File: src/rtl/rhsm_pkg.sv
package rhsm_pkg;

   // Field and register widths
   localparam int BYTE_W      = 8;
   localparam int PATTERN_W   = 64;
   localparam int LEN_W       = 4;
   localparam int BASE_W      = 8;
   localparam int MOD_W       = 16;
   localparam int HASH_W      = 16;
   localparam int COUNT_W     = 32;
   localparam int MATCH_POS_W = 32;
   localparam int PAT_IDX_W   = 3;

   // Remainder unit: 25-bit dividend padded to an even width, two bits per step
   localparam int DIV_W       = 26;
   localparam int MOD_STEPS   = DIV_W / 2;
   localparam int MOD_CNT_W   = 4;

   // Queue between front and back
   localparam int QUEUE_DEPTH = 2;
   localparam int QPTR_W      = 1;
   localparam int QCNT_W      = 2;

   // Configuration port
   localparam int CSR_DATA_W  = 64;
   localparam int CSR_INDEX_W = 2;

   localparam logic [PATTERN_W-1:0] RESET_PATTERN = '0;
   localparam logic [LEN_W-1:0]     RESET_LENGTH  = 4'd1;
   localparam logic [BASE_W-1:0]    RESET_BASE    = 8'd128;
   localparam logic [MOD_W-1:0]     RESET_MODULUS = 16'd37;

   typedef enum logic [CSR_INDEX_W-1:0] {
      CSR_PATTERN_BYTES,
      CSR_PATTERN_LENGTH,
      CSR_HASH_BASE,
      CSR_HASH_MODULUS
   } csr_index_type;

   typedef enum logic {
      ENTRY_CONTINUE,
      ENTRY_NEW_TEXT
   } entry_kind_type;

   typedef struct packed {
      logic [BYTE_W-1:0] text_byte;
      logic              first;
      logic              last;
   } req_payload_type;

   typedef struct packed {
      logic [HASH_W-1:0]      window_hash;
      logic                   hash_hit;
      logic                   match;
      logic [MATCH_POS_W-1:0] match_position;
      logic                   found_any;
   } rsp_payload_type;

   typedef struct packed {
      logic [PATTERN_W-1:0] pattern_bytes;
      logic [LEN_W-1:0]     pattern_length;
      logic [BASE_W-1:0]    hash_base;
      logic [MOD_W-1:0]     hash_modulus;
   } cfg_type;

   typedef struct packed {
      entry_kind_type    kind;
      logic [BYTE_W-1:0] text_byte;
      logic              last;
   } queue_entry_type;

   typedef struct packed {
      logic            valid;
      queue_entry_type entry;
   } queue_out_type;

   typedef struct packed {
      logic             start;
      logic [DIV_W-1:0] dividend;
      logic [MOD_W-1:0] modulus;
   } mod_req_type;

   typedef struct packed {
      logic             busy;
      logic [MOD_W-1:0] remainder;
   } mod_rsp_type;

endpackage

File: src/rtl/rhsm_front.sv
module rhsm_front (
   input  logic                      clock,
   input  logic                      reset,
   input  logic                      req_valid,
   output logic                      req_stall,
   input  rhsm_pkg::req_payload_type req_payload,
   output rhsm_pkg::queue_out_type   q_out,
   input  logic                      q_pop
);
   import rhsm_pkg::*;

   queue_entry_type    entries_ff [QUEUE_DEPTH];
   queue_entry_type    entries_in [QUEUE_DEPTH];
   logic [QPTR_W-1:0]  wr_ptr_ff, wr_ptr_in;
   logic [QPTR_W-1:0]  rd_ptr_ff, rd_ptr_in;
   logic [QCNT_W-1:0]  count_ff, count_in;
   logic               push;
   queue_entry_type    new_entry;

   assign req_stall = (count_ff == QCNT_W'(QUEUE_DEPTH));
   assign push      = req_valid && !req_stall;

   // Classify: a first byte opens a new text and reloads the configuration
   always_comb begin
      new_entry.kind      = req_payload.first ? ENTRY_NEW_TEXT : ENTRY_CONTINUE;
      new_entry.text_byte = req_payload.text_byte;
      new_entry.last      = req_payload.last;
   end

   always_comb begin
      entries_in = entries_ff;
      wr_ptr_in  = wr_ptr_ff;
      rd_ptr_in  = rd_ptr_ff;
      count_in   = count_ff;
      if (push) begin
         entries_in[wr_ptr_ff] = new_entry;
         wr_ptr_in             = wr_ptr_ff + QPTR_W'(1);
      end
      if (q_pop) begin
         rd_ptr_in = rd_ptr_ff + QPTR_W'(1);
      end
      if (push && !q_pop) begin
         count_in = count_ff + QCNT_W'(1);
      end else if (q_pop && !push) begin
         count_in = count_ff - QCNT_W'(1);
      end
   end

   assign q_out.valid = (count_ff != '0);
   assign q_out.entry = entries_ff[rd_ptr_ff];

   always_ff @(posedge clock) begin
      entries_ff <= entries_in;
      if (reset) begin
         wr_ptr_ff <= '0;
         rd_ptr_ff <= '0;
         count_ff  <= '0;
      end else begin
         wr_ptr_ff <= wr_ptr_in;
         rd_ptr_ff <= rd_ptr_in;
         count_ff  <= count_in;
      end
   end

endmodule

File: src/rtl/rhsm_mod.sv
module rhsm_mod (
   input  logic                  clock,
   input  logic                  reset,
   input  rhsm_pkg::mod_req_type req,
   output rhsm_pkg::mod_rsp_type rsp
);
   import rhsm_pkg::*;

   logic                 busy_ff, busy_in;
   logic [MOD_CNT_W-1:0] cnt_ff, cnt_in;
   logic [DIV_W-1:0]     shift_ff, shift_in;
   logic [MOD_W-1:0]     rem_ff, rem_in;
   logic [MOD_W:0]       try1, step1, try2, step2;

   // Two restoring steps per cycle, most significant dividend bits first
   always_comb begin
      try1  = {rem_ff, shift_ff[DIV_W-1]};
      step1 = (try1 >= {1'b0, req.modulus}) ? (try1 - {1'b0, req.modulus}) : try1;
      try2  = {step1[MOD_W-1:0], shift_ff[DIV_W-2]};
      step2 = (try2 >= {1'b0, req.modulus}) ? (try2 - {1'b0, req.modulus}) : try2;
   end

   always_comb begin
      busy_in  = busy_ff;
      cnt_in   = cnt_ff;
      shift_in = shift_ff;
      rem_in   = rem_ff;
      if (req.start) begin
         busy_in  = 1'b1;
         cnt_in   = MOD_CNT_W'(MOD_STEPS);
         shift_in = req.dividend;
         rem_in   = '0;
      end else if (busy_ff) begin
         rem_in   = step2[MOD_W-1:0];
         shift_in = {shift_ff[DIV_W-3:0], 2'b00};
         cnt_in   = cnt_ff - MOD_CNT_W'(1);
         if (cnt_ff == MOD_CNT_W'(1)) begin
            busy_in = 1'b0;
         end
      end
   end

   assign rsp.busy      = busy_ff;
   assign rsp.remainder = rem_ff;

   always_ff @(posedge clock) begin
      shift_ff <= shift_in;
      rem_ff   <= rem_in;
      cnt_ff   <= cnt_in;
      if (reset) begin
         busy_ff <= 1'b0;
      end else begin
         busy_ff <= busy_in;
      end
   end

endmodule

File: src/rtl/rhsm_back.sv
module rhsm_back #(
   parameter int PATTERN_MAX   = 8,
   parameter int POSITION_BITS = 32
) (
   input  logic                      clock,
   input  logic                      reset,
   input  rhsm_pkg::queue_out_type   q_out,
   output logic                      q_pop,
   input  rhsm_pkg::cfg_type         cfg,
   output logic                      rsp_valid,
   input  logic                      rsp_stall,
   output rhsm_pkg::rsp_payload_type rsp_payload,
   output rhsm_pkg::mod_req_type     mod_req,
   input  rhsm_pkg::mod_rsp_type     mod_rsp
);
   import rhsm_pkg::*;

   localparam int WIN_IDX_W = (PATTERN_MAX > 1) ? $clog2(PATTERN_MAX) : 1;
   localparam int POS_W     = COUNT_W + 1;
   localparam logic [POS_W-1:0] POS_MAX = (POS_W'(1) << POSITION_BITS) - POS_W'(1);

   typedef enum logic [3:0] {
      S_IDLE,
      S_CFG_PH,
      S_CFG_PH_W,
      S_CFG_LP,
      S_CFG_LP_W,
      S_ROLL,
      S_ROLL_W,
      S_STEP,
      S_STEP_W,
      S_OUT
   } state_type;

   state_type              state_ff, state_in;
   logic [PATTERN_W-1:0]   act_pattern_ff, act_pattern_in;
   logic [LEN_W-1:0]       act_len_ff, act_len_in;
   logic [BASE_W-1:0]      act_base_ff, act_base_in;
   logic [MOD_W-1:0]       act_mod_ff, act_mod_in;
   logic [HASH_W-1:0]      lp_ff, lp_in;
   logic [HASH_W-1:0]      ph_ff, ph_in;
   logic [HASH_W-1:0]      rh_ff, rh_in;
   logic [COUNT_W-1:0]     seen_ff, seen_in;
   logic                   seen_match_ff, seen_match_in;
   logic [BYTE_W-1:0]      window_ff [PATTERN_MAX];
   logic [BYTE_W-1:0]      window_in [PATTERN_MAX];
   logic [PAT_IDX_W-1:0]   k_ff, k_in;
   logic [BYTE_W-1:0]      cur_byte_ff, cur_byte_in;
   logic                   cur_last_ff, cur_last_in;
   logic                   rsp_valid_ff, rsp_valid_in;
   rsp_payload_type        rsp_data_ff, rsp_data_in;

   logic [HASH_W-1:0]      mul_a;
   logic [BYTE_W-1:0]      mul_b;
   logic [BYTE_W-1:0]      mul_add;
   logic [HASH_W+BYTE_W-1:0] product;
   logic                   mod_start;
   logic [MOD_W:0]         unroll;
   logic [BYTE_W-1:0]      old_byte;
   logic                   full, hit, exact, all_eq;
   logic [POS_W-1:0]       pos_w;

   function automatic logic [BYTE_W-1:0] pat_char(input logic [PATTERN_W-1:0] pat,
                                                 input logic [PAT_IDX_W-1:0] idx);
      return pat[{idx, 3'b000} +: BYTE_W];
   endfunction

   // One shared multiplier; the remainder unit's shift register takes its product plus the added byte
   assign product          = mul_a * mul_b;
   assign mod_req.start    = mod_start;
   assign mod_req.dividend = DIV_W'(product) + DIV_W'(mul_add);
   assign mod_req.modulus  = act_mod_ff;

   assign old_byte = window_ff[WIN_IDX_W'(act_len_ff - LEN_W'(1))];

   // Window check against the pattern, newest byte against the last character
   always_comb begin
      logic [LEN_W-1:0] rev;
      all_eq = 1'b1;
      for (int j = 0; j < PATTERN_MAX; j++) begin
         rev = act_len_ff - LEN_W'(j) - LEN_W'(1);
         if (LEN_W'(j) < act_len_ff) begin
            if (window_ff[j] != pat_char(act_pattern_ff, rev[PAT_IDX_W-1:0])) begin
               all_eq = 1'b0;
            end
         end
      end
   end

   always_comb begin
      full  = (seen_ff >= COUNT_W'(act_len_ff));
      hit   = full && (rh_ff == ph_ff);
      exact = hit && all_eq;
      pos_w = {1'b0, seen_ff} - POS_W'(act_len_ff) + POS_W'(1);
      if (pos_w > POS_MAX) begin
         pos_w = POS_MAX;
      end
   end

   always_comb begin
      state_in       = state_ff;
      act_pattern_in = act_pattern_ff;
      act_len_in     = act_len_ff;
      act_base_in    = act_base_ff;
      act_mod_in     = act_mod_ff;
      lp_in          = lp_ff;
      ph_in          = ph_ff;
      rh_in          = rh_ff;
      seen_in        = seen_ff;
      seen_match_in  = seen_match_ff;
      window_in      = window_ff;
      k_in           = k_ff;
      cur_byte_in    = cur_byte_ff;
      cur_last_in    = cur_last_ff;
      rsp_valid_in   = rsp_valid_ff;
      rsp_data_in    = rsp_data_ff;
      q_pop          = 1'b0;
      mod_start      = 1'b0;
      mul_a          = '0;
      mul_b          = '0;
      mul_add        = '0;
      unroll         = '0;

      if (rsp_valid_ff && !rsp_stall) begin
         rsp_valid_in = 1'b0;
      end

      case (state_ff)
         S_IDLE: begin
            if (q_out.valid) begin
               q_pop       = 1'b1;
               cur_byte_in = q_out.entry.text_byte;
               cur_last_in = q_out.entry.last;
               if (q_out.entry.kind == ENTRY_NEW_TEXT) begin
                  act_pattern_in = cfg.pattern_bytes;
                  act_base_in    = cfg.hash_base;
                  if (cfg.pattern_length == '0) begin
                     act_len_in = LEN_W'(1);
                  end else if (cfg.pattern_length > LEN_W'(PATTERN_MAX)) begin
                     act_len_in = LEN_W'(PATTERN_MAX);
                  end else begin
                     act_len_in = cfg.pattern_length;
                  end
                  act_mod_in    = (cfg.hash_modulus == '0) ? MOD_W'(1) : cfg.hash_modulus;
                  lp_in         = HASH_W'(1);
                  ph_in         = '0;
                  k_in          = '0;
                  rh_in         = '0;
                  seen_in       = '0;
                  seen_match_in = 1'b0;
                  for (int i = 0; i < PATTERN_MAX; i++) begin
                     window_in[i] = '0;
                  end
                  state_in = S_CFG_PH;
               end else begin
                  state_in = S_ROLL;
               end
            end
         end
         S_CFG_PH: begin
            mul_a     = ph_ff;
            mul_b     = act_base_ff;
            mul_add   = pat_char(act_pattern_ff, k_ff);
            mod_start = 1'b1;
            state_in  = S_CFG_PH_W;
         end
         S_CFG_PH_W: begin
            if (!mod_rsp.busy) begin
               ph_in = mod_rsp.remainder;
               if (k_ff != '0) begin
                  state_in = S_CFG_LP;
               end else if (LEN_W'(k_ff) + LEN_W'(1) == act_len_ff) begin
                  state_in = S_ROLL;
               end else begin
                  k_in     = k_ff + PAT_IDX_W'(1);
                  state_in = S_CFG_PH;
               end
            end
         end
         S_CFG_LP: begin
            mul_a     = lp_ff;
            mul_b     = act_base_ff;
            mod_start = 1'b1;
            state_in  = S_CFG_LP_W;
         end
         S_CFG_LP_W: begin
            if (!mod_rsp.busy) begin
               lp_in = mod_rsp.remainder;
               if (LEN_W'(k_ff) + LEN_W'(1) == act_len_ff) begin
                  state_in = S_ROLL;
               end else begin
                  k_in     = k_ff + PAT_IDX_W'(1);
                  state_in = S_CFG_PH;
               end
            end
         end
         S_ROLL: begin
            // Drop the oldest byte's weight once the window is full
            if (full) begin
               mul_a     = lp_ff;
               mul_b     = old_byte;
               mod_start = 1'b1;
               state_in  = S_ROLL_W;
            end else begin
               state_in = S_STEP;
            end
         end
         S_ROLL_W: begin
            if (!mod_rsp.busy) begin
               unroll = {1'b0, rh_ff} + {1'b0, act_mod_ff} - {1'b0, mod_rsp.remainder};
               if (unroll >= {1'b0, act_mod_ff}) begin
                  unroll = unroll - {1'b0, act_mod_ff};
               end
               rh_in    = unroll[HASH_W-1:0];
               state_in = S_STEP;
            end
         end
         S_STEP: begin
            mul_a     = rh_ff;
            mul_b     = act_base_ff;
            mul_add   = cur_byte_ff;
            mod_start = 1'b1;
            state_in  = S_STEP_W;
         end
         S_STEP_W: begin
            if (!mod_rsp.busy) begin
               rh_in = mod_rsp.remainder;
               for (int i = PATTERN_MAX - 1; i > 0; i--) begin
                  window_in[i] = window_ff[i-1];
               end
               window_in[0] = cur_byte_ff;
               if (seen_ff != '1) begin
                  seen_in = seen_ff + COUNT_W'(1);
               end
               state_in = S_OUT;
            end
         end
         S_OUT: begin
            // Hold until the result register is free
            if (!rsp_valid_ff || !rsp_stall) begin
               rsp_valid_in               = 1'b1;
               rsp_data_in.window_hash    = rh_ff;
               rsp_data_in.hash_hit       = hit;
               rsp_data_in.match          = exact;
               rsp_data_in.match_position = exact ? pos_w[MATCH_POS_W-1:0] : '0;
               rsp_data_in.found_any      = cur_last_ff && (seen_match_ff || exact);
               seen_match_in              = seen_match_ff || exact;
               state_in                   = S_IDLE;
            end
         end
         default: begin
            state_in = S_IDLE;
         end
      endcase
   end

   assign rsp_valid   = rsp_valid_ff;
   assign rsp_payload = rsp_data_ff;

   always_ff @(posedge clock) begin
      cur_byte_ff <= cur_byte_in;
      cur_last_ff <= cur_last_in;
      rsp_data_ff <= rsp_data_in;
      if (reset) begin
         state_ff       <= S_IDLE;
         act_pattern_ff <= RESET_PATTERN;
         act_len_ff     <= RESET_LENGTH;
         act_base_ff    <= RESET_BASE;
         act_mod_ff     <= RESET_MODULUS;
         lp_ff          <= HASH_W'(1);
         ph_ff          <= '0;
         rh_ff          <= '0;
         seen_ff        <= '0;
         seen_match_ff  <= 1'b0;
         k_ff           <= '0;
         rsp_valid_ff   <= 1'b0;
         for (int i = 0; i < PATTERN_MAX; i++) begin
            window_ff[i] <= '0;
         end
      end else begin
         state_ff       <= state_in;
         act_pattern_ff <= act_pattern_in;
         act_len_ff     <= act_len_in;
         act_base_ff    <= act_base_in;
         act_mod_ff     <= act_mod_in;
         lp_ff          <= lp_in;
         ph_ff          <= ph_in;
         rh_ff          <= rh_in;
         seen_ff        <= seen_in;
         seen_match_ff  <= seen_match_in;
         k_ff           <= k_in;
         rsp_valid_ff   <= rsp_valid_in;
         window_ff      <= window_in;
      end
   end

endmodule

File: src/rtl/rolling_hash_substring_matcher_unit.sv
// Each byte takes one pass through the shared remainder unit while the window fills, two
//   once it is full; the unit reduces two dividend bits per cycle. The back end finishes
//   one byte before it takes the next; the queue holds waiting bytes meanwhile.
// A byte with first set first computes the pattern hash and power for the new pattern.
// Reset (synchronous, active high) empties the queue and result register, loads the
//   register defaults and clears the window, hash and counters.
module rolling_hash_substring_matcher_unit #(
   parameter int PATTERN_MAX   = 8,
   parameter int POSITION_BITS = 32
) (
   input  logic                                   clock,
   input  logic                                   reset,
   input  logic                                   req_valid,
   output logic                                   req_stall,
   input  rhsm_pkg::req_payload_type              req_payload,
   output logic                                   rsp_valid,
   input  logic                                   rsp_stall,
   output rhsm_pkg::rsp_payload_type              rsp_payload,
   input  logic                                   csr_write_enable,
   input  logic [rhsm_pkg::CSR_INDEX_W-1:0]       csr_index,
   input  logic [rhsm_pkg::CSR_DATA_W-1:0]        csr_data
);
   import rhsm_pkg::*;

   cfg_type       cfg_ff, cfg_in;
   queue_out_type q_out;
   logic          q_pop;
   mod_req_type   mod_req;
   mod_rsp_type   mod_rsp;

   // Configuration registers: written any time, picked up by the back end only
   // on the next transaction that opens a new text.
   always_comb begin
      cfg_in = cfg_ff;
      if (csr_write_enable) begin
         case (csr_index_type'(csr_index))
            CSR_PATTERN_BYTES:  cfg_in.pattern_bytes  = csr_data[PATTERN_W-1:0];
            CSR_PATTERN_LENGTH: cfg_in.pattern_length = csr_data[LEN_W-1:0];
            CSR_HASH_BASE:      cfg_in.hash_base      = csr_data[BASE_W-1:0];
            CSR_HASH_MODULUS:   cfg_in.hash_modulus   = csr_data[MOD_W-1:0];
            default: begin
            end
         endcase
      end
   end

   always_ff @(posedge clock) begin
      if (reset) begin
         cfg_ff.pattern_bytes  <= RESET_PATTERN;
         cfg_ff.pattern_length <= RESET_LENGTH;
         cfg_ff.hash_base      <= RESET_BASE;
         cfg_ff.hash_modulus   <= RESET_MODULUS;
      end else begin
         cfg_ff <= cfg_in;
      end
   end

   // Front: accept and classify each transaction, park it in a two-entry queue
   rhsm_front u_front (
      .clock       (clock),
      .reset       (reset),
      .req_valid   (req_valid),
      .req_stall   (req_stall),
      .req_payload (req_payload),
      .q_out       (q_out),
      .q_pop       (q_pop)
   );

   // Back: load the configuration on a new text, then sequence the hash update, window shift and match check per byte
   rhsm_back #(
      .PATTERN_MAX   (PATTERN_MAX),
      .POSITION_BITS (POSITION_BITS)
   ) u_back (
      .clock       (clock),
      .reset       (reset),
      .q_out       (q_out),
      .q_pop       (q_pop),
      .cfg         (cfg_ff),
      .rsp_valid   (rsp_valid),
      .rsp_stall   (rsp_stall),
      .rsp_payload (rsp_payload),
      .mod_req     (mod_req),
      .mod_rsp     (mod_rsp)
   );

   // Shared restoring remainder unit for every product reduction
   rhsm_mod u_mod (
      .clock (clock),
      .reset (reset),
      .req   (mod_req),
      .rsp   (mod_rsp)
   );

endmodule

File: config.mk
export PLATFORM = sky130hd
export DESIGN_NAME = rolling_hash_substring_matcher_unit
export DESIGN_NICKNAME = d
export VERILOG_FILES = /design/src/rtl/rhsm_pkg.sv /design/src/rtl/rhsm_front.sv /design/src/rtl/rhsm_mod.sv /design/src/rtl/rhsm_back.sv /design/src/rtl/rolling_hash_substring_matcher_unit.sv
export SDC_FILE = /design/constraint.sdc
export NUM_CORES = 2
export LEC_CHECK = 0
export BUFFER_PORTS_ARGS = -buffer_cell sky130_fd_sc_hd__buf_2
export CAP_MARGIN = 20
export CORE_MARGIN = 5
export CORE_UTILIZATION = 59
export CTS_CLUSTER_SIZE = 20
export DETAILED_ROUTE_END_ITERATION = 10
export GPL_ROUTABILITY_DRIVEN = 0
export PLACE_DENSITY = 0.89
export SYNTH_ARGS = -nofsm -noshare
export SYNTH_HDL_FRONTEND = slang
export SYNTH_SLANG_ARGS = --single-unit
export TNS_END_PERCENT = 50
File: constraint.sdc
create_clock -name clock -period 12.2 [get_ports clock]
set_input_delay 2.44 -clock clock [delete_from_list [all_inputs] [get_ports clock]]
set_output_delay 2.44 -clock clock [all_outputs]
set_load 0.01 [all_outputs]
==> impl_metrics.toml <==
[drt]
ant_nets = 0
wl_per_cell_um = 19.96
viasPerCell = 6.248
dr.first_iter.drc_count = 3317
drt_pre_antenna_iters = 9
wl_um = 89900
dr_total_vias = 28140
drc = 0

[synthesis]
synth-async-reset-ratio_pct = 0
synthTopCellsByArea = "dfxtp_1, edfxtp_1, ha_1"
yosysTopAreaCellShare_pct = 22.01
ys.flop_type = "dfxtp_1"
ys_ff_latch = 468
synth_most_common_cell = "nand2_1"
synth_edf_count = 106
netlist_instances = 3668
synthesis.area_um2 = 32930
yosysTopAreaCell = "dfxtp_1"
syn_area_per_cell_um2 = 8.978
synth.distinct_cells = 84
ys_seq_area_share_pct = 31.67
synth.top_cells.by_count = "nand2_1, a21oi_1, dfxtp_1"
syn-num-nets = 4074
yosysWarningCount = 0

[cells_and_area]
fill_cells = 4140
drive_above_1_share_pct = 12.54
final_nets = 4119
layout-area-overhead-vs-synth_pct = 8.867
final_area_um2 = 35850
antenna_cells = 0

[setup_path]
cp_num_cells = 28
ff2ff_path_depth = 28
crit_start = "u_back.act_len_ff[2]$_SDFFE_PP0P_"
ff2ff_setup_slack_ns = 2.52
required_ns = 12.53
start_kind = "flip-flop"
critPathKind = "flip-flop to flip-flop"
cp.buffers_inverters = 4
critPathSlowestCell = "dfxtp_4"
worstReg2RegStart = "u_back.act_len_ff[2]$_SDFFE_PP0P_"
worstPathArrival_ns = 10.01
end_kind = "flip-flop"
reg2reg_to = "u_mod.shift_ff[18]$_DFFE_PP_"
endpoint = "u_mod.shift_ff[18]$_DFFE_PP_"
cp_max_fo = 72
cpPeakStageDelay_ns = 1.11
cp_top_family = "compound AO/OA/AOI/OAI gates"

[power_and_ir_drop]
power_leakage_nw = 13.85
ir_worst_vdd_mv = 0.2066
p_int_w = 0.004164
power_density_nw_per_um2 = 200.3
power.switching_w = 0.003019
p_seq_share_pct = 27.3
p_comb_share_pct = 50.6
clock_power_share_pct = 22.1
p_sw_share_pct = 42.03

[floorplan]
die_area_um2 = 60640
core-area_um2 = 55200
std_cell_rows = 86
die_w_um = 246.3
ios = 134
start_util_pct = 59.66
die_y_um = 246.3

[clocking]
clk_path_buf_depth = 3
clk_pin_slew_ns = 0.07
clockRootBuffer = "clkbuf_16"
cts_resized = 0
cts_max_level = 2
post_cts_buffers = 0
clkLatencyLatePin_ns = 0.64
numCtsBuffers = 51
hold_buffers = 0
cts_tree = "yes"
cts.sink_count = 468

[sta]
clock_skew_ns = 0.05098
fin_crit_ns = 9.677
fin_setup_tns_ns = 0
layout_setup_ws_ns = 2.523
post-route-period-util_pct = 79.32
setup_viol = 0
rsz0062_at_grt = "false"
maxSlewHeadroom_pct = 17.54
max_freq_ghz = 0.1033
final-hold-violation-count = 0
worst_slew_pin_slew_ns = 1.237
slew_violations = 0

[place]
placed_cell_area_um2 = 34030
post-place-ws_ns = 2.278
dpl.hpwl_um = 65290
port_buffers = 133

[global_route]
grt_max_degree = 121
grt_pass1_vias = 26850
grt_overflow = 0
antenna_found_initial = 1
grt_pass1_wl_um = 142100
grt_usage_pct = 28.77

[run_status]
status = "completed"

[flow_run]
maxCapViolations = 0

[worst_hold_path]
hold_path_startpoint = "cfg_ff[47]$_SDFFE_PP0P_"
worstHoldPathType = "flip-flop to flip-flop"
==> power by group through the flow <==
stage,combinational [W],sequential (W),clock (W)
finish,0.00363,0.00196,0.00159
CTS,0.00354,0.00196,0.00161
floorplan,0.00288,0.00188,0
detailed placement,0.00350,0.00199,0
global placement,0.00339,0.00198,0
global route,0.00397,0.00197,0.00167
==> final cells by class <==
class / instances / area [um^2] / share of cell area (%)
timing repair buffer: 176 / 1006 / 2.806
clock buffer: 63 / 1446 / 4.034
clock inverter: 32 / 300.3 / 0.8376
sequential: 468 / 10440 / 29.12
tap: 748 / 935.9 / 2.610
inverter: 301 / 1130 / 3.151
multi-input combinational: 2715 / 20600 / 57.45
==> worst min-delay path by stage <==
stage,endpoint,cells after the start,slack (ns)
after floorplan,u_back.lp_ff[15]$_SDFFE_PP0P_,2,0.43
after global placement,u_back.act_pattern_ff[61]$_SDFFE_PP0P_,2,0.44
after detailed placement,u_back.act_pattern_ff[53]$_SDFFE_PP0P_,2,0.44
after CTS,u_back.act_pattern_ff[35]$_SDFFE_PP0P_,2,0.45
after global routing,u_back.act_pattern_ff[27]$_SDFFE_PP0P_,2,0.46
final,u_back.act_pattern_ff[19]$_SDFFE_PP0P_,2,0.44
==> layout by cell type (no fill, tap or decap), types with 54 or more instances in the layout <==
master	instances
a21oi_1	382
buf_2	132
clkbuf_16	54
dfxtp_1	359
edfxtp_1	106
fa_1	113
ha_1	211
inv_1	300
mux2i_1	95
mux4_2	99
nand2_1	534
nand3_1	118
nor2_1	261
o21ai_0	80
xnor2_1	170
xor2_1	84
==> worst min-delay path, delay by kind of cell (launching register included) <==
family,cells,cell delay (ns)
AO/OA/AOI/OAI,1,0.05
AND/OR/NAND/NOR,1,0.05
flip-flops,1,0.31
==> metrics by stage <==
stage          hold slack (ns)  power, W  std cells  util [%]
2_1_floorplan           0.4315  0.004767       3668         -
3_3_place_gp            0.4386  0.005376       4399     61.65
3_5_place_dp            0.4431  0.005489       4399     61.65
4_1_cts                 0.4491  0.007104       4494     64.81
5_1_grt                 0.4627  0.007608       4503     64.95
6_report                0.4436  0.007183       4503     64.95
==> logic make-up after synthesis <==
logic type,synth area share [%]
compound gates,13.75
xor+xnor,6.755
fa+ha+maj,14.92
buf+inv,5.984
flops,31.67
mux,11.26
simple gates,15.65
==> routing by layer <==
metal,part of all wire [%],track usage [%]
met1,36,34.99
met2,47,47.51
met3,9.7,5.099
met4,7.7,18.05
met5,0,0
==> flip-flops by register name, indices dropped and copies added (netlist names), 8 cells and up <==
signal                 count
u_mod.shift_ff            26
u_back.act_mod_ff         16
u_back.ph_ff              16
u_back.lp_ff              16
u_back.seen_ff            32
u_front.entries_ff        20
u_back.rsp_payload        51
u_back.act_base_ff         8
u_back.act_pattern_ff     64
u_mod.rem_ff              16
u_back.cur_byte_ff         8
u_back.rh_ff              16
cfg_ff                    92
u_back.window_ff          64
Power figures use the tool's default switching activity.
